**src/hw/rtl/wced_fifo.sv**
```systemverilog
// wced_fifo: small register queue with occupancy count.
// Depends on nothing; DEPTH must be a power of two.
`timescale 1ns / 1ps
module wced_fifo #(
  parameter int WIDTH = 8,
  parameter int DEPTH = 4
) (
  input  logic                       clk,
  input  logic                       rst_n,
  input  logic                       push,
  input  logic [WIDTH-1:0]           din,
  input  logic                       pop,
  output logic [WIDTH-1:0]           dout,
  output logic [$clog2(DEPTH+1)-1:0] count,
  output logic                       full,
  output logic                       empty
);

  localparam int AW = $clog2(DEPTH);
  localparam int CW = $clog2(DEPTH + 1);

  logic [WIDTH-1:0] mem_r [DEPTH];
  logic [AW-1:0]    wr_r, wr_nxt, rd_r, rd_nxt;
  logic [CW-1:0]    cnt_r, cnt_nxt;

  assign dout  = mem_r[rd_r];
  assign count = cnt_r;
  assign full  = (cnt_r == CW'(DEPTH));
  assign empty = (cnt_r == '0);

  // Pointer and count update
  always_comb begin
    wr_nxt  = push ? wr_r + AW'(1) : wr_r;
    rd_nxt  = pop ? rd_r + AW'(1) : rd_r;
    cnt_nxt = cnt_r;
    if (push && !pop) cnt_nxt = cnt_r + CW'(1);
    else if (pop && !push) cnt_nxt = cnt_r - CW'(1);
  end

  always_ff @(posedge clk) begin
    if (!rst_n) begin
      wr_r  <= '0;
      rd_r  <= '0;
      cnt_r <= '0;
    end else begin
      wr_r  <= wr_nxt;
      rd_r  <= rd_nxt;
      cnt_r <= cnt_nxt;
    end
  end

  // Storage
  always_ff @(posedge clk) begin
    if (push) begin
      mem_r[wr_r] <= din;
    end
  end

endmodule

```
**config.mk**
```make
export PLATFORM = sky130hd
export DESIGN_NAME = wced_fifo
export DESIGN_NICKNAME = d
export VERILOG_FILES = /design/src/hw/rtl/wced_fifo.sv
export SDC_FILE = /design/constraint.sdc
export NUM_CORES = 1
export LEC_CHECK = 0
export BUFFER_PORTS_ARGS = -buffer_cell sky130_fd_sc_hd__buf_2
export CORE_UTILIZATION = 59
export DETAILED_ROUTE_END_ITERATION = 10
export PLACE_DENSITY = 0.82
export SLEW_MARGIN = 20
export SYNTH_ARGS = -nofsm -noshare
export SYNTH_HDL_FRONTEND = slang
export SYNTH_SLANG_ARGS = --single-unit
```
**constraint.sdc**
```tcl
create_clock -name clk -period 3.4 [get_ports clk]
set_clock_uncertainty 0.15 [all_clocks]
set_input_delay 0.51 -clock clk [delete_from_list [all_inputs] [get_ports clk]]
set_output_delay 0.51 -clock clk [all_outputs]
set_load 0.02 [all_outputs]
```
# ---- Word level (Yosys, flattened, before mapping)
# Memories as Yosys holds them, arrays and structs flattened. A register that Yosys moved wholly into a read port is not among the register bits.
# Index checks and enable logic that the tools add are counted.
dict set report word_totals {
  word_cells 21
  ramBits 32
  memories 1
  ff_bits 7
  input_bits 12
}
# memory depth word_bits rd rd_clocked_by_memory_dff wr line
set mem_list {}
lappend mem_list {mem_r 4 8 1 1 1 22} ;# logic [WIDTH-1:0] mem_r [DEPTH];
dict set report op_classes {
  reduce_logical 6
  add_sub_neg 4
  n_mux 6
  n_eq_ne 1
}
# operator n
set op_table {}
lappend op_table {{3-bit 2-to-1 mux} 2}
lappend op_table {{2-bit by 1-bit adder with 2-bit output, second input constant} 2}
lappend op_table {{2-bit 2-to-1 mux} 2}
lappend op_table {{3-bit by 1-bit adder with 3-bit output, second input constant} 1}
lappend op_table {{3-bit equality test, second input constant} 1}
lappend op_table {{3-bit logical NOT} 1}
lappend op_table {{3-bit by 1-bit subtractor with 3-bit output, second input constant} 1}
lappend op_table {{1-bit logical AND} 2}
lappend op_table {{1-bit logical NOT} 2}
lappend op_table {{1-bit 2-to-1 mux} 2}
lappend op_table {{2-bit nonzero test} 1}

# ---- Depth between registers and ports, before layout
dict set report depth {
  word_depth 4
  mapped_depth 7
  ltp_nobuf 7
}

# ---- Worst setup path before layout
# OpenSTA, ideal clock, no wires.
dict set report synth_path {
  path_kind {input to register}
  start {input port pop}
  end {register cnt_r[2], in the netlist count[2]}
  slack_ps 1480
  setup_ps 70
  arrival_ps 1700
  stages 7
  path_buffers 0
  path_cell_list {inv_1 > ha_1 > inv_1 > fa_1 > xor2_1 > or3_1 > a21boi_1}
}
dict set report synth_via {
  elab_chain_cells 3
  elab_cells_between_ends 5
  classes_between {mux (1); reduce/logical (4)}
}
# item line
set synth_lines {}
lappend synth_lines {{from (decl)} 12} ;# input logic pop,
lappend synth_lines {{1-bit logical NOT} 36} ;# if (push && !pop) cnt_nxt = cnt_r + CW'(1);
lappend synth_lines {{1-bit logical AND} 36}
lappend synth_lines {{3-bit 2-to-1 mux / 2-bit nonzero test (equally long branches)} --}
lappend synth_lines {{to (signal assigned)} 48} ;# cnt_r <= cnt_nxt;
lappend synth_lines {{to (decl)} 24} ;# logic [CW-1:0] cnt_r, cnt_nxt;
# Parallel ways exist; a longest one is shown, timed or not.
# A chain may end at the register's enable or synchronous reset.

==> run metrics <==
outcome=finished clean; Vert. Die Dim=54.1 um; worst reg2reg path depth=4; sw frac=0.237; global-route wire length before repair=3600 um; Buf+Inv Stages, Crit Path=1; final max-slew violation count=0; total wire length=2260 um; clock insertion delay at the later pin of the skew report=0.33 ns; antenna fix cells=0; antenna viol nets, final=0; commonest non-fill, non-tap cell in the layout=edfxtp_1; distinct cell type count after synthesis=19; crit path time final=2.42 ns; fraction of the mapped netlist area in adder cells=0.0515; largest net degree at the start of global routing=13; reg-to-reg startpoint=count[0]$_SDFFE_PN0P_; initial antenna violation count=0; Hold Startpoint=din[5]; dominant cell type by area after synthesis=edfxtp_1; delay-heaviest family, CP=flip-flops; io pins=25; Worst EP arrival=1.76 ns; GRT Max-Usage Layer=met2; GR Layer Usage met2=0.301; via count=783; Worst-path clk slew=0.11 ns; Hold WC Path Type=primary input to flip-flop; DR iter-0 viols=11; slowest CP cell=dfxtp_1; largest cells by area after synthesis=edfxtp_1 60%, dfxtp_1 11%, mux4_2 11%; Cell Rows=18; met1 Use GR=0.245; Total Routing Usage GR=0.184; cell internal pwr=0.816 mW; Tot Pwr=1.07 mW; first-pass detailed-route iteration total=4; clock power share=0.301; Sequential Power Share=0.558; CTS resizes=0; Simple-Gate Fraction of Synth Area=0.0570; gr ovfl total=0; mapped cell area=1600 um2; worst r2r dst=count[2]$_SDFFE_PN0P_; max incr delay on CP=0.68 ns; CTS tree=done; hold_buf cts=0; H-Tree Depth=2; WL/cell=15.6 um; proportion of synthesized area in mux cells=0.125; CP Launch Type=flip-flop; sequential area share after synthesis=0.712; hold path depth=1; Max Fanout on Critical Path=8; max_slew headroom=0.642; CTS Root Cell=clkbuf_4; area grow syn2layout=14.1%; Worst Hold End=mem_r[0][5]$_DFFE_PP_; Yosys top cell area share=0.600; setup TNS=0 ns; XOR/XNOR share of the synthesized area=0.0273; vias in the first global route=771; Mean Syn Cell Area=18.9 um2; CP cell instances=mux4_2, buf_2; post-synth net total=103; Port Buffers=24; Fin. Hold Viols=0; chip width=54.1 um; final setup vio count=0; initial core utilization=0.635; Crit. path cell count=2; share of cells above drive strength 1=0.339; via/cell ratio=5.40; commonest cells after routing, fill and taps aside=32 x edfxtp_1, 24 x buf_2, 9 x and2_1, 9 x dfxtp_1, 8 x mux4_2; fmax=0.413 GHz; Post-DP HPWL=1570 um; Max-cap violations=0; net switching power=0.253 mW; final worst-path cycle share=0.712; CP endpoint kind=output pin; VDD IR max=0.000543 V; worst slew pin tran=0.536 ns; worst path required time=2.74 ns; Warnings, synthesis=0; Post-Synthesis Cells=85; CTS sink count=41; combinational family with the most area after synthesis=multiplexers; RSZ-0062 raised after global routing=no; fin nets=132; pwr/cell area=584 nW/um2; reg2reg setup slack=1.73 ns; clk buf depth=2; die area=2930 um2; post-synthesis compound-gate area fraction=0.00781; Core Footprint=2520 um2; GRT met3 Usage=0.0593; Comb pwr share=0.141; Num CTS Buffers=5; P_leak=0.685 nW; RePlAce Congestion=0.740; Post-CTS Setup Bufs=0; critical path type=flip-flop to output pin; drt drc=0; FF+latch count, synth=41
-- sequential cells by signal (all words and copies together) (netlist names), named ones only --
signal and cells:
count 3, mem_r 32, rd_r 2, wr_r 2
-- synthesized netlist by cell type --
master / number
a21boi_1: 1
and2_1: 9
buf_6: 1
clkbuf_2: 1
dfxtp_1: 9
edfxtp_1: 32
fa_1: 1
ha_1: 5
inv_1: 4
mux2i_1: 2
mux4_2: 8
nand2_1: 1
nor2b_1: 2
nor3_1: 1
nor3b_1: 1
o21ai_0: 1
or3_1: 1
xnor2_1: 2
xor2_1: 3
-- layer usage --
| layer | wire [um] | share of wire | vias up |
|---|---|---|---|
| li1 | - | - | 374 |
| met2 | 1110 | 0.49 | 25 |
| met3 | 132 | 0.058 | 0 |
| met4 | 0 | 0 | 0 |
| met1 | 1020 | 0.45 | 384 |
| met5 | 0 | 0 | - |
-- per-stage QoR --
step           instance area [um2]  utilization  hold WS, ns  cells  setup WS [ns]
2_1_floorplan                 1600            -        0.378     85           1.48
3_5_place_dp                  1740        0.691        0.363    137           1.25
6_report                      1830        0.725        0.238    145          0.979
5_1_grt                       1830        0.725        0.225    145          0.838
3_3_place_gp                  1740        0.691        0.347    137           1.32
4_1_cts                       1830        0.725        0.230    145          0.920
-- kinds of logic after synthesis --
family	after synthesis
flops	41
simple gates	15
mux	10
buf+inv	6
fa+ha+maj	6
xor+xnor	5
compound gates	2
-- worst max-delay path by stage --
stage          slack, ns  startpoint                    end
5_1_grt             0.84   flip-flop                dout[0]
2_1_floorplan       1.48         pop  count[2]$_SDFFE_PN0P_
3_5_place_dp        1.25        push  count[2]$_SDFFE_PN0P_
3_3_place_gp        1.32        push  count[2]$_SDFFE_PN0P_
6_report            0.98   flip-flop                dout[0]
4_1_cts             0.92   flip-flop                dout[0]
-- power by group through the flow --
| stage | logic [mW] | registers, mW | clock network, mW |
|---|---|---|---|
| 6_report | 0.150 | 0.597 | 0.322 |
| 5_1_grt | 0.165 | 0.602 | 0.349 |
| 4_1_cts | 0.152 | 0.598 | 0.326 |
| 3_5_place_dp | 0.151 | 0.609 | 0 |
| 3_3_place_gp | 0.146 | 0.607 | 0 |
| 2_1_floorplan | 0.104 | 0.605 | 0 |
-- worst reg2reg max path: cells and delay by family, from the launching register on --
family | cells | cell delay, ns
xor+xnor | 1 | 0.18
flops | 1 | 0.39
compound gates | 1 | 0.14
fa+ha+maj | 1 | 0.44
simple gates | 1 | 0.32
-- cell type report --
| cell class | instances | area (um2) |
|---|---|---|
| clock inverters | 1 | 30.0 |
| inverters | 4 | 15.0 |
| multi-input cells | 38 | 430 |
| well taps | 30 | 37.5 |
| clock buffers | 7 | 55.1 |
| repair buffers | 24 | 120 |
| fillers | 194 | 693 |
| flip-flops and latches | 41 | 1140 |
Note: power is estimated with default switching activity, not from simulation.
