===== src/hw/rtl/wced_pkg.sv =====
// wced_pkg: shared types, constants and helpers for the window operator.
// Used by window_convolve_erode_dilate, wced_front and wced_back. No dependencies.
`timescale 1ns / 1ps
package wced_pkg;

  // Default sizes, handed to the top-level parameters
  localparam int MAX_KERNEL_DEF  = 8;
  localparam int MAX_WIDTH_DEF   = 1024;
  localparam int SAMPLE_BITS_DEF = 16;

  // Kernel tap layout and result width
  localparam int TAP_STRIDE = 8;
  localparam int TAP_COUNT  = 64;
  localparam int VALUE_BITS = 38;
  localparam int COL_BITS   = 13;  // enough for any column up to 8191
  // Starting point of the erode minimum: largest 32-bit signed value
  localparam logic signed [31:0] ERODE_START = 32'sh7fff_ffff;

  // Queue depths (powers of two)
  localparam int IQ_DEPTH = 4;
  localparam int OQ_DEPTH = 16;

  // Configuration register indexes
  typedef enum logic [2:0] {
    REG_IMAGE_WIDTH   = 3'd0,
    REG_IMAGE_HEIGHT  = 3'd1,
    REG_KERNEL_WIDTH  = 3'd2,
    REG_KERNEL_HEIGHT = 3'd3,
    REG_MODE          = 3'd4
  } cfg_reg_t;

  // Operating modes
  typedef enum logic [1:0] {
    MODE_SUM    = 2'd0,
    MODE_ERODE  = 2'd1,
    MODE_DILATE = 2'd2,
    MODE_NONE   = 2'd3
  } mode_t;

  // Input actions
  localparam logic ACT_COEF  = 1'b0;
  localparam logic ACT_PIXEL = 1'b1;

  // Kernel geometry after clamping, plus mode
  typedef struct packed {
    logic [3:0] kw;
    logic [3:0] kh;
    mode_t      mode;
  } geom_t;

  // Classified transaction, front to back
  typedef struct packed {
    logic                is_pixel;
    logic                emit;
    logic [15:0]         pixel;
    logic [5:0]          tap_index;
    logic [15:0]         tap_value;
    logic [COL_BITS-1:0] col;
    logic [9:0]          centre_col;
    logic [15:0]         centre_row;
  } item_t;

  // Result transaction
  typedef struct packed {
    logic [9:0]            centre_col;
    logic [15:0]           centre_row;
    logic [VALUE_BITS-1:0] value;
  } res_t;

  // Minimum or maximum of two signed values
  function automatic logic signed [31:0] min_max(input logic signed [31:0] a,
                                                 input logic signed [31:0] b,
                                                 input logic is_min);
    if (is_min) return (a < b) ? a : b;
    return (a > b) ? a : b;
  endfunction

endpackage


===== src/hw/rtl/wced_front.sv =====
// wced_front: accepts input transactions, keeps the raster counters and
// classifies each one for the back end. Depends on wced_pkg.
`timescale 1ns / 1ps
module wced_front import wced_pkg::*; #(
  parameter int MAX_WIDTH = MAX_WIDTH_DEF
) (
  input  logic        clk,
  input  logic        rst_n,
  input  logic        in_valid,
  output logic        in_stall,
  input  logic        in_action,
  input  logic [5:0]  in_tap_index,
  input  logic [15:0] in_tap_value,
  input  logic [15:0] in_pixel,
  input  logic [10:0] image_width,
  input  logic [15:0] image_height,
  input  geom_t       geom,
  input  logic        q_full,
  output logic        q_push,
  output item_t       q_item
);

  localparam int CW = $clog2(MAX_WIDTH);

  logic [CW-1:0] col_r, col_nxt;
  logic [15:0]   row_r, row_nxt;
  logic [31:0]   w32, h32, col32, row32;
  logic          accept, is_pixel;

  assign in_stall = q_full;
  assign accept   = in_valid && !q_full;
  assign is_pixel = (in_action == ACT_PIXEL);
  assign q_push   = accept;
  assign col32    = 32'(col_r);
  assign row32    = 32'(row_r);

  // Clamped image sizes
  always_comb begin
    if (image_width == '0) w32 = 32'd1;
    else if (32'(image_width) > 32'(MAX_WIDTH)) w32 = 32'(MAX_WIDTH);
    else w32 = 32'(image_width);
    h32 = (image_height == '0) ? 32'd1 : 32'(image_height);
  end

  // Classification: full window and centre position
  always_comb begin
    q_item            = '0;
    q_item.is_pixel   = is_pixel;
    q_item.emit       = is_pixel && (col32 + 32'd1 >= 32'(geom.kw))
                        && (row32 + 32'd1 >= 32'(geom.kh));
    q_item.pixel      = in_pixel;
    q_item.tap_index  = in_tap_index;
    q_item.tap_value  = in_tap_value;
    q_item.col        = COL_BITS'(col_r);
    q_item.centre_col = 10'(col32 - 32'(geom.kw[3:1]));
    q_item.centre_row = row_r - 16'(geom.kh[3:1]);
  end

  // Raster counters, moved only by samples
  always_comb begin
    col_nxt = col_r;
    row_nxt = row_r;
    if (accept && is_pixel) begin
      if (col32 + 32'd1 >= w32) begin
        col_nxt = '0;
        row_nxt = (row32 + 32'd1 >= h32) ? 16'd0 : row_r + 16'd1;
      end else begin
        col_nxt = col_r + CW'(1);
      end
    end
  end

  always_ff @(posedge clk) begin
    if (!rst_n) begin
      col_r <= '0;
      row_r <= '0;
    end else begin
      col_r <= col_nxt;
      row_r <= row_nxt;
    end
  end

endmodule


===== config.mk =====
export PLATFORM = sky130hd
export DESIGN_NAME = wced_front
export DESIGN_NICKNAME = d
export VERILOG_FILES = /design/src/hw/rtl/wced_pkg.sv /design/src/hw/rtl/wced_front.sv
export SDC_FILE = /design/constraint.sdc
export NUM_CORES = 1
export LEC_CHECK = 0
export ABC_AREA = 1
export BUFFER_PORTS_ARGS = -buffer_cell sky130_fd_sc_hd__buf_4
export CORE_ASPECT_RATIO = 1.25
export CORE_UTILIZATION = 44
export CTS_BUF_LIST = sky130_fd_sc_hd__clkbuf_16
export DETAILED_ROUTE_END_ITERATION = 16
export PLACE_DENSITY = 0.78
export SLEW_MARGIN = 30
export SYNTH_ARGS = -nofsm -noshare
export SYNTH_HDL_FRONTEND = slang
export SYNTH_SLANG_ARGS = --single-unit

===== constraint.sdc =====
create_clock -name clk -period 2.5 [get_ports clk]
set_input_delay 0.25 -clock clk [delete_from_list [all_inputs] [get_ports clk]]
set_output_delay 0.25 -clock clk [all_outputs]
set_load 0.1 [all_outputs]

# Word-level counts from Yosys, hierarchy flattened
# Cells that the tools add are included.
[totals] reg_bits=26 inputBits=80 out_inout_bits=81 elab_cells=26
[op_classes] add_sub_neg=6 n_lt_le_gt_ge=5 muxes=5 n_reduce_logical=8
[op_table] operator="greater-or-equal comparator 32 x 4 -> 1 bit" count=2
[op_table] operator="greater-or-equal comparator 11 x 32 -> 1 bit" count=1
[op_table] operator="2-to-1 mux 16 bit" count=2
[op_table] operator="2-to-1 mux 32 bit" count=1
[op_table] operator="adder 16 x 1 -> 17 bit, second input constant" count=1
[op_table] operator="greater-or-equal comparator 17 x 16 -> 1 bit" count=1
[op_table] operator="adder 16 x 1 -> 16 bit, second input constant" count=1
[op_table] operator="zero test 16 bit" count=1
[op_table] operator="subtractor 16 x 3 -> 16 bit" count=1
[op_table] operator="adder 10 x 1 -> 11 bit, second input constant" count=1
[op_table] operator="greater-than comparator 11 bit, second input constant" count=1
[op_table] operator="zero test 11 bit" count=1
[op_table] operator="2-to-1 mux 11 bit" count=1
[op_table] operator="adder 10 x 1 -> 10 bit, second input constant" count=1
[op_table] operator="2-to-1 mux 10 bit" count=1
[op_table] operator="subtractor 10 x 3 -> 10 bit" count=1
[op_table] operator="logical AND 1 bit" count=4
[op_table] operator="AND reduction 2 bit" count=1
[op_table] operator="zero test 1 bit" count=1

# Depth between registers and ports, before layout
# Gate-level depths: netlist (run 1).
[logic_depth] word_depth=5 depth_mapped=20 mapped_depth_nobuf=20

# Worst setup path before layout (run 1)
# No wires, ideal clock.
[synth_path] kind="register to output" start="register col_r[0]" end="output port q_item[24] (netlist name)" t_arrival_ns=3.844 t_required_ns=2.250 slack_ns=-1.594 stages_incl_launch_ff=7 path_buffers=0 cell_sequence="dfxtp_1 > inv_1 > ha_1 > fa_1 > o311ai_0 > nor3_1 > xor2_1"
[synth_rtl] item="start, declared" line="wced_front.sv:25" text="logic [CW-1:0] col_r, col_nxt;"
[synth_rtl] item="start signal, assigned" line="wced_front.sv:78" text="col_r <= col_nxt;"
[synth_rtl] item="end, declared" line="wced_front.sv:20" text="output item_t q_item"

# Worst setup path after layout (run 1)
[layout_path] start="register row_r[4]" end="register row_r[7]"
[layout_between] elab_chain_len=3 elab_cells_between_ends=4 classes_between="add/sub: 2; order compare: 1; mux: 1"
[layout_rtl] item="start, declared" line="wced_front.sv:26" text="logic [15:0] row_r, row_nxt;"
[layout_rtl] item="start signal, assigned" line="wced_front.sv:79" text="row_r <= row_nxt;"
[layout_rtl] item="adder 16 x 1 -> 17 bit" line="wced_front.sv:66" text="row_nxt = (row32 + 32'd1 >= h32) ? 16'd0 : row_r + 16'd1;"
[layout_rtl] item="greater-or-equal comparator 17 x 16 -> 1 bit" line="wced_front.sv:66"
[layout_rtl] item="2-to-1 mux 16 bit *" line="wced_front.sv:66"
# Mark *: on every way between the ends. The rest lies on a longest branch, timed or not.
# A chain may end at the register's enable or synchronous reset.

==> results of run 1 <==
-- registers in the layout (all words and copies together), names as in the netlist --
signal / cells
row_r: 16
col_r: 10
-- logic make-up after synthesis --
logic type                 share of synthesized area
and+or+nand+nor                                0.356
buffers and inverters                          0.208
xor gates and xnor gates                      0.0741
other                                        0.00102
adders and majority gates                      0.158
AOI/OAI and AO/OA                             0.0615
DFF                                            0.142
-- worst max-delay path, cell delays in order (launching register included) --
cell and delay [ns]:
dfxtp_1 0.39, nand2_2 0.11, nor2_4 0.16, nand2_4 0.09, buf_4 0.14, nor2_2 0.13, xor2_1 0.20, inv_1 0.10
ha_4 0.27, inv_1 0.04, nor2_2 0.11, nand2_1 0.07, nor2_2 0.12, nand2_4 0.07, nand3_4 0.11, clkbuf_16 0.17
nor2_2 0.03, nor2_1 0.13, nor2_1 0.06
-- power by group --
group / switching [µW] / internal [µW]
combinational: 536 / 272
clock: 158 / 215
sequential: 4.31 / 409
total: 698 / 897
-- per-stage QoR --
step	std cells	setup slack [ns]	util	total power, µW	hold WS (ns)
after CTS	775	-0.0389	0.650	1540	0.317
after global placement	767	-0.0453	0.603	1120	0.488
after floorplan	599	-0.186	-	1240	0.503
after global routing	791	-0.261	0.723	1660	0.337
final	791	-0.126	0.723	1600	0.320
after detailed placement	767	-0.140	0.603	1130	0.496
-- area by class of cell --
| type | count | share of cell area |
|---|---|---|
| clock buffer | 3 | 0.0131 |
| clock inverter | 1 | 0.000655 |
| inverter | 101 | 0.0683 |
| multi-input combinational | 419 | 0.563 |
| sequential | 26 | 0.0980 |
| tap | 95 | 0.0207 |
| timing repair buffer | 146 | 0.236 |
-- worst paths after layout --
| check | depth (start not counted) | slack [ns] | from | endpoint |
|---|---|---|---|---|
| min | 3 | 0.32 | rst_n | row_r[1]$_SDFFE_PN0P_ |
| max reg2reg | 18 | -0.13 | row_r[4]$_SDFFE_PN0P_ | row_r[7]$_SDFFE_PN0P_ |
| max | 18 | -0.13 | row_r[4]$_SDFFE_PN0P_ | row_r[7]$_SDFFE_PN0P_ |
| min reg2reg | 2 | 0.52 | col_r[5]$_SDFFE_PN0P_ | col_r[5]$_SDFFE_PN0P_ |
-- per-layer routing --
metal | GRT usage | vias up | wire (µm)
met1 | 0.232 | 1899 | 4110
met3 | 0.0278 | 63 | 650
met5 | 0 | - | 0
met2 | 0.456 | 219 | 6380
li1 | - | 1995 | -
met4 | 0.117 | 0 | 642
-- what timing repair did --
| item | in CTS | in global routing |
|---|---|---|
| hold buffers | 0 | 0 |
| setup endpoints to repair | 35 | 39 |
| pin swaps | 20 | 56 |
| cloned | 0 | 2 |
| buffers inserted | 5 | 14 |
| resized for setup | 59 | 101 |
-- cells in the final DEF (no fill, tap or decap), types with 4 or more instances in the layout --
master / n
nand2_1: 128
buf_4: 118
inv_1: 91
nor2_1: 61
ha_1: 32
nor2_2: 22
nor2_4: 19
a21oi_1: 15
nand2_2: 14
xor2_2: 14
nand4_1: 14
buf_12: 14
nand3_1: 13
buf_6: 12
nand3_4: 10
o21ai_0: 10
ha_4: 10
dfxtp_2: 9
dfxtp_1: 9
xor2_4: 8
dfxtp_4: 8
nor4_1: 7
inv_2: 6
xor2_1: 5
clkbuf_16: 5
xnor2_2: 4
nand2_4: 4
==> flow_summary.yaml, run 1 <==
outcome:
  status: "complete, but fails checks"
  violations: "negative setup slack"
setup_path:
  end_kind: "flop"
  cp_max_fo: 6
  start_kind: "flop"
  critical_path_required_ns: 2.65
  arrival_ns: 2.78
  path_class: "reg -> reg"
logic_synthesis:
  syn_area_mm2: 0.00366
  synth.distinct_cells: 37
  yosysMostFrequentCell: "nand2_1"
  synth_top_area_cell: "ha_1"
  synth_common_cells: "143 x nand2_1, 98 x inv_1, 89 x nor2_1"
  ys_seq_elements: 26
  synth_edf_count: 0
  synth-warning-count: 0
  synthCells: 597
  synth.avg_cell_area_um2: 6.13
  synthArstFlopShare: 0
  synth_top_area_share: 0.147
  yosysSeqAreaShare: 0.142
  synth_ff_type: "dfxtp_1"
  synth_area_leaders: "ha_1 15%, nand2_1 15%, dfxtp_1 14%"
clock_network:
  path_clk_slew_ns: 0.07
  clk_latency_ns: 0.26
  htree_levels: 1
  clock_path_buffers: 2
  cts_tree: "done"
  cts_buffers: 3
  cts_sinks: 26
  root_buffer: "clkbuf_16"
drt:
  vias_per_cell: 5.28
  drtIter0Drc: 239
  drc: 0
  vias: 4176
  drt-total-wl_um: 11800
  dr.pass1.iters: 5
  final_antenna_net_count: 0
  wl_per_cell_um: 14.9
floorplanning:
  core-area_mm2: 0.00793
  die_y_um: 104
  io_pins: 161
  die_width_um: 83.6
  start_util: 0.462
  dieArea_mm2: 0.00869
  rows: 36
power:
  p_leak_uw: 0.00300
  ir_worst_vdd_mv: 0.278
  power.density_mw_per_mm2: 278
grt:
  gr-total-overflow: 0
  gr-usage-all-layers: 0.231
  antenna_found_initial: 0
  grt_pass1_wl_um: 17000
  grt_pass1_vias: 4051
  grt_max_degree: 26
sta:
  setup_viol: 17
  rsz0062_at_grt: "true"
  max_freq_ghz: 0.381
  tightest_slew_ns: 0.533
  slew_viol_final: 0
  timing.setup.tns_ns: -0.884
  hold_viol: 0
  slew_headroom: 0.644
  fin_skew_ns: 0.00552
  post-route-period-util: 1.05
  layout_setup_ws_ns: -0.126
  min_period_ns: 2.63
placed_design:
  routabilityCongestion: 0.904
  placed_area_mm2: 0.00478
  port_buffers: 79
  post-dp-hpwl_um: 8020
finish:
  fillCellCount: 573
  seqCellArea_um2: 562
  multi_input_area_mm2: 0.00323
  fin_nets: 822
  syn_to_final_growth_pct: 56.5
  fin_area_mm2: 0.00573
  antenna_cells: 0
  drive_gt1_frac: 0.431
job:
  maxCapViolCount: 0
hold_path:
  hold_path_class: "in -> reg"
Note: power is estimated with default switching activity, not from simulation.
==> run 2, diff against run 1 <==
--- a/config.mk
+++ b/config.mk
@@ -5,13 +5,12 @@
 export SDC_FILE = /design/constraint.sdc
 export NUM_CORES = 1
 export LEC_CHECK = 0
-export ABC_AREA = 1
 export BUFFER_PORTS_ARGS = -buffer_cell sky130_fd_sc_hd__buf_4
 export CORE_ASPECT_RATIO = 1.25
-export CORE_UTILIZATION = 44
+export CORE_UTILIZATION = 52
 export CTS_BUF_LIST = sky130_fd_sc_hd__clkbuf_16
 export DETAILED_ROUTE_END_ITERATION = 16
-export PLACE_DENSITY = 0.78
+export PLACE_DENSITY = 0.87
 export SLEW_MARGIN = 30
 export SYNTH_ARGS = -nofsm -noshare
 export SYNTH_HDL_FRONTEND = slang
==> constraint.sdc (replaced) <==
create_clock -name clk -period 3.3 [get_ports clk]
set_input_delay 0.33 -clock clk [delete_from_list [all_inputs] [get_ports clk]]
set_output_delay 0.33 -clock clk [all_outputs]
set_load 0.1 [all_outputs]
==> run 2 against run 1 <==
  * The run now ends clean
  * Final cell count decreased by 24%
  * Largest cell class unchanged
  * Core utilization decreased by 7.3 points
  * Wire length fell by 24%
  * Synthesized cell count decreased by 21%
==> flow_summary.yaml, run 2 <==
sta:
  rsz0062_at_grt: "true"
  max_freq_ghz: 0.312
  fin_skew_ns: 0.00293
  slew_viol_final: 0
  hold_viol: 0
  post-route-period-util: 0.971
  min_period_ns: 3.20
  slew_headroom: 0.523
  timing.setup.tns_ns: 0
  tightest_slew_ns: 0.708
  setup_viol: 0
drt:
  wl_per_cell_um: 15.0
  drt-total-wl_um: 8960
  vias_per_cell: 5.76
  vias: 3453
  final_antenna_net_count: 0
  drc: 0
  dr.pass1.iters: 4
  drtIter0Drc: 140
setup_path:
  path_class: "reg -> reg"
  cpPeakStageDelay_ns: 0.43
  cp_slowest_cell: "or3_1"
  r2r_cells: 10
  start_kind: "flop"
  cp_cell_sequence: "and4_4 > nand4_1 > or3_1 > xnor2_2 > ha_1 > nor2b_1 > a2111o_1 > a211oi_4 > nand3b_2 > o22ai_1"
  end_kind: "flop"
  crit_buf_inv: 0
  arrival_ns: 3.39
  cp_max_fo: 8
  critPathTopFamily: "simple AND/OR/NAND/NOR gates"
  critical_path_required_ns: 3.48
  path_depth: 10
job:
  maxCapViolCount: 0
floorplanning:
  start_util: 0.538
  io_pins: 161
  rows: 33
  die_width_um: 75.7
  dieArea_mm2: 0.00713
  core-area_mm2: 0.00657
  die_y_um: 94.1
clock_network:
  path_clk_slew_ns: 0.07
  htree_levels: 1
  clock_path_buffers: 2
  cts_sinks: 26
  cts_tree: "done"
  root_buffer: "clkbuf_16"
  clk_latency_ns: 0.26
  cts_buffers: 3
  hold_buffers: 0
placed_design:
  post-dp-hpwl_um: 7040
  routabilityCongestion: 0.947
  place_inst: 590
  port_buffers: 79
hold_path:
  hold_depth: 3
  hold_path_class: "in -> reg"
grt:
  grt_pass1_vias: 3343
  grt_max_degree: 36
  gr-usage-all-layers: 0.256
  antenna_found_initial: 0
  grt_pass1_wl_um: 14400
  gr-total-overflow: 0
finish:
  regMostFlops: "row_r"
  fin_nets: 638
  antenna_cells: 0
  drive_gt1_frac: 0.291
  top_regs: "row_r x16, col_r x10"
  largest_reg_flops: 16
  syn_to_final_growth_pct: 20.8
  post-route-util: 0.650
  layout_common_cells: "104 x buf_4, 50 x nand2_1, 42 x ha_1"
  fin_cells: 599
  mostFrequentLayoutCell: "buf_4"
power:
  ir_worst_vdd_mv: 0.287
  power.density_mw_per_mm2: 258
  p_leak_uw: 0.00203
outcome:
  status: "finished, final reports clean"
logic_synthesis:
  synth_top_area_share: 0.152
  yosysSeqAreaShare: 0.147
  synthCells: 473
  synth_area_leaders: "ha_1 15%, dfxtp_1 15%, buf_4 9.1%"
  synth_top_area_cell: "ha_1"
  synth-warning-count: 0
  synthArstFlopShare: 0
  synth.avg_cell_area_um2: 7.47
  syn_area_mm2: 0.00353
  synth_common_cells: "50 x nand2_1, 43 x buf_4, 43 x ha_1"
  ys_seq_elements: 26
  yosysMostFrequentCell: "nand2_1"
  synth_ff_type: "dfxtp_1"
  synth_edf_count: 0
  synth.distinct_cells: 57
==> run 2: changes by cell type after synthesis, sizes merged, moves of 6 or more <==
cell,change
inv,-63
nand3,-10
xnor2,+19
nor2,-78
o22ai,+7
or3,+8
xor2,-6
nor3,+8
o211ai,+15
nand2,-97
clkbuf,+22
==> run 2: metrics by stage <==
stage | hold slack, ns | instance area (µm²) | worst slack [ns] | total power [µW]
6_report | 0.500 | 4270 | 0.0958 | 1100
5_1_grt | 0.510 | 4270 | -0.0120 | 1140
4_1_cts | 0.492 | 4200 | 0.0649 | 1100
3_5_place_dp | 0.495 | 4100 | 0.112 | 749
3_3_place_gp | 0.491 | 4100 | 0.230 | 741
2_1_floorplan | 0.503 | 3690 | -0.324 | 868
==> run 2: cells by family after synthesis <==
group	count (synthesis)	share of synthesized area
simple gates	164	0.240
buf+inv	110	0.170
compound gates	81	0.163
fa+ha+maj	45	0.164
xor+xnor	44	0.109
flops	26	0.147
mux	2	0.00602
other cells	1	0.00106
==> run 2: area by class of cell <==
class / count / area, µm²
multi-input combinational: 340 / 2590
fill: 573 / 2300
timing repair buffer: 104 / 781
sequential: 26 / 542
inverter: 38 / 143
tap: 87 / 109
clock buffer: 3 / 75.1
clock inverter: 1 / 30.0
==> run 2: power by group <==
group | total, µW | switching (µW) | leakage [µW] | internal, µW
combinational | 429 | 311 | 0.00176 | 119
sequential | 315 | 2.26 | 0.000215 | 313
clock | 354 | 113 | 0.0000511 | 241
==> run 2: worst paths after layout <==
check / start / to / slack [ns]
hold reg to reg: col_r[1]$_SDFFE_PN0P_ / col_r[1]$_SDFFE_PN0P_ / 0.50
setup / recovery: row_r[2]$_SDFFE_PN0P_ / row_r[11]$_SDFFE_PN0P_ / 0.1
setup reg to reg: row_r[2]$_SDFFE_PN0P_ / row_r[11]$_SDFFE_PN0P_ / 0.1
hold / removal: rst_n / col_r[3]$_SDFFE_PN0P_ / 0.50
==> run 2: worst register-to-register path, delay by kind of cell, from the launching register on <==
kind                       cells  cell delay, ns
AOI/OAI and AO/OA              3            0.98
adders and majority gates      1            0.34
and+or+nand+nor                5            1.29
DFF                            1            0.34
xor gates and xnor gates       1            0.17
==> run 2: what timing repair did <==
action | in CTS | in global routing
buffers inserted | 0 | 4
setup endpoints to repair | 0 | 25
resized for setup | 0 | 4
==> run 2: per-layer routing <==
metal | share of wire | GRT usage | up-vias
li1 | - | - | 1685
met2 | 0.52 | 0.472 | 164
met5 | 0 | 0 | -
met4 | 0.042 | 0.131 | 0
met3 | 0.059 | 0.0333 | 35
met1 | 0.38 | 0.275 | 1569
==> run 3, diff against run 2 <==
--- a/config.mk
+++ b/config.mk
@@ -6,11 +6,13 @@
 export NUM_CORES = 1
 export LEC_CHECK = 0
 export BUFFER_PORTS_ARGS = -buffer_cell sky130_fd_sc_hd__buf_4
+export CELL_PAD_IN_SITES_DETAIL_PLACEMENT = 1
+export CELL_PAD_IN_SITES_GLOBAL_PLACEMENT = 1
 export CORE_ASPECT_RATIO = 1.25
-export CORE_UTILIZATION = 52
+export CORE_UTILIZATION = 36
 export CTS_BUF_LIST = sky130_fd_sc_hd__clkbuf_16
 export DETAILED_ROUTE_END_ITERATION = 16
-export PLACE_DENSITY = 0.87
+export PLACE_DENSITY_LB_ADDON = 0.1
 export SLEW_MARGIN = 30
 export SYNTH_ARGS = -nofsm -noshare
 export SYNTH_HDL_FRONTEND = slang
==> run 3 against run 2 <==
  * Sequential power barely moved
  * Die area up 43%
  * Flip-flop and latch count stayed put
  * Global-route usage down 5.6 points
  * Critical path depth unchanged
  * Sequential share of layout area is 0.31 points lower
  * Maximum frequency rose by 0.18%
  * Wire length up 14%
  * First-iteration DRC count fell by 29%
  * Final area up 2.5%
  * Critical endpoint is now q_item[77]
==> flow_summary.yaml, run 3 (synthesized netlist as in run 2, its figures left out) <==
clock_network:
  clock_path_buffers: 2
  path_clk_slew_ns: 0.07
  cts_buffers: 3
  clk_latency_ns: 0.26
  root_buffer: "clkbuf_16"
  htree_levels: 1
  hold_buffers: 0
  cts_tree: "done"
  cts_sinks: 26
drt:
  wl_per_cell_um: 15.6
  drt-total-wl_um: 10200
  vias: 3495
  final_antenna_net_count: 0
  drc: 0
  drtIter0Drc: 100
  vias_per_cell: 5.36
  dr.pass1.iters: 4
job:
  maxCapViolCount: 0
power:
  p_leak_uw: 0.00207
  ir_worst_vdd_mv: 0.159
  power.density_mw_per_mm2: 235
grt:
  antenna_found_initial: 0
  gr-total-overflow: 0
  grt_pass1_vias: 3616
  grt_max_degree: 36
  grt_pass1_wl_um: 16700
  gr-usage-all-layers: 0.201
sta:
  layout_setup_ws_ns: 0.102
  timing.setup.tns_ns: 0
  tightest_slew_ns: 0.710
  slew_headroom: 0.525
  setup_viol: 0
  max_freq_ghz: 0.313
  fin_skew_ns: 0.00467
  min_period_ns: 3.20
  post-route-period-util: 0.969
  slew_viol_final: 0
  hold_viol: 0
floorplanning:
  rows: 40
  io_pins: 161
  die_width_um: 90.6
  die_y_um: 113
  dieArea_mm2: 0.0102
  core-area_mm2: 0.00956
  start_util: 0.370
placed_design:
  place_inst: 648
  post-place-ws_ns: 0.208
  port_buffers: 79
  routabilityCongestion: 0.760
  post-dp-hpwl_um: 8540
setup_path:
  cpPeakStageDelay_ns: 0.45
  startpoint: "col_r[0]$_SDFFE_PN0P_"
  critPathTopFamily: "compound AO/OA/AOI/OAI gates"
  arrival_ns: 2.87
  cp_cell_sequence: "ha_1 > buf_4 > xor2_1 > ha_1 > a21o_1 > a2111o_1 > o41ai_1 > buf_4 > a21oi_2 > buf_4"
  start_kind: "flop"
  end_kind: "output port"
  r2r-start: "row_r[2]$_SDFFE_PN0P_"
  cpMostUsedCell: "buf_4"
  crit_buf_inv: 3
  cp_slowest_cell: "a2111o_1"
  ff2ff_setup_slack_ns: 0.21
  r2r_cells: 11
  path_depth: 10
  r2r_end: "row_r[0]$_SDFFE_PN0P_"
  cp_max_fo: 6
  path_class: "reg -> out"
  cp-endpoint: "q_item[77]"
  critical_path_required_ns: 2.97
outcome:
  status: "finished, final reports clean"
finish:
  fin_nets: 652
  drive_gt1_frac: 0.304
  mostFrequentLayoutCell: "buf_4"
  fin_cells: 652
  top_regs: "row_r x16, col_r x10"
  antenna_cells: 0
  regMostFlops: "row_r"
  syn_to_final_growth_pct: 23.8
  post-route-util: 0.457
  layout_common_cells: "119 x buf_4, 50 x nand2_1, 43 x ha_1"
  largest_reg_flops: 16
  fillCellCount: 1202
hold_path:
  hold_path_class: "reg -> reg"
==> run 3: area by class of cell <==
type	count	area [µm²]	area share
inverters	38	143	0.0326
multi-input cells	339	2560	0.585
clock inverters	1	3.75	0.000859
flip-flops and latches	26	542	0.124
well taps	126	158	0.0361
clock buffers	3	75.1	0.0172
repair buffers	119	893	0.204
==> run 3: timing repair <==
action	in CTS	in global routing
setup endpoints to repair	0	1
setup buffers	0	0
endpoints found under the hold margin	0	0
resized for setup	0	1
==> run 3: worst min-delay path by stage <==
stage	from	endpoint	depth (start not counted)
2_1_floorplan	row_r[5]$_SDFFE_PN0P_	row_r[5]$_SDFFE_PN0P_	2
3_3_place_gp	col_r[1]$_SDFFE_PN0P_	col_r[1]$_SDFFE_PN0P_	2
3_5_place_dp	col_r[1]$_SDFFE_PN0P_	col_r[1]$_SDFFE_PN0P_	2
4_1_cts	rst_n	col_r[3]$_SDFFE_PN0P_	3
5_1_grt	rst_n	col_r[6]$_SDFFE_PN0P_	3
6_report	col_r[1]$_SDFFE_PN0P_	col_r[1]$_SDFFE_PN0P_	2
==> run 3: worst min-delay path: stages (launching register included) <==
cell	delay, ns
dfxtp_4	0.37
nand2_1	0.06
a21oi_1	0.05
==> run 3: per-stage QoR <==
| step | total power (µW) | hold WS (ns) | instance area (µm²) |
|---|---|---|---|
| after CTS | 1030 | 0.510 | 4370 |
| after detailed placement | 760 | 0.504 | 4290 |
| after global placement | 755 | 0.495 | 4290 |
| after floorplan | 868 | 0.503 | 3690 |
| after global routing | 1070 | 0.530 | 4370 |
| final | 1030 | 0.510 | 4370 |
==> run 3: metal layers <==
layer | global-route usage | wire length [µm] | up-vias
met5 | 0 | 0 | -
met4 | 0.0731 | 237 | 0
met3 | 0.0202 | 320 | 28
met2 | 0.402 | 5610 | 84
met1 | 0.213 | 4000 | 1678
li1 | - | - | 1705
==> run 3: power by group <==
part	total (µW)	switching, µW	internal (µW)
Clock	277	115	162
Combinational	434	313	121
Sequential	315	2.10	313
Total	1030	429	597
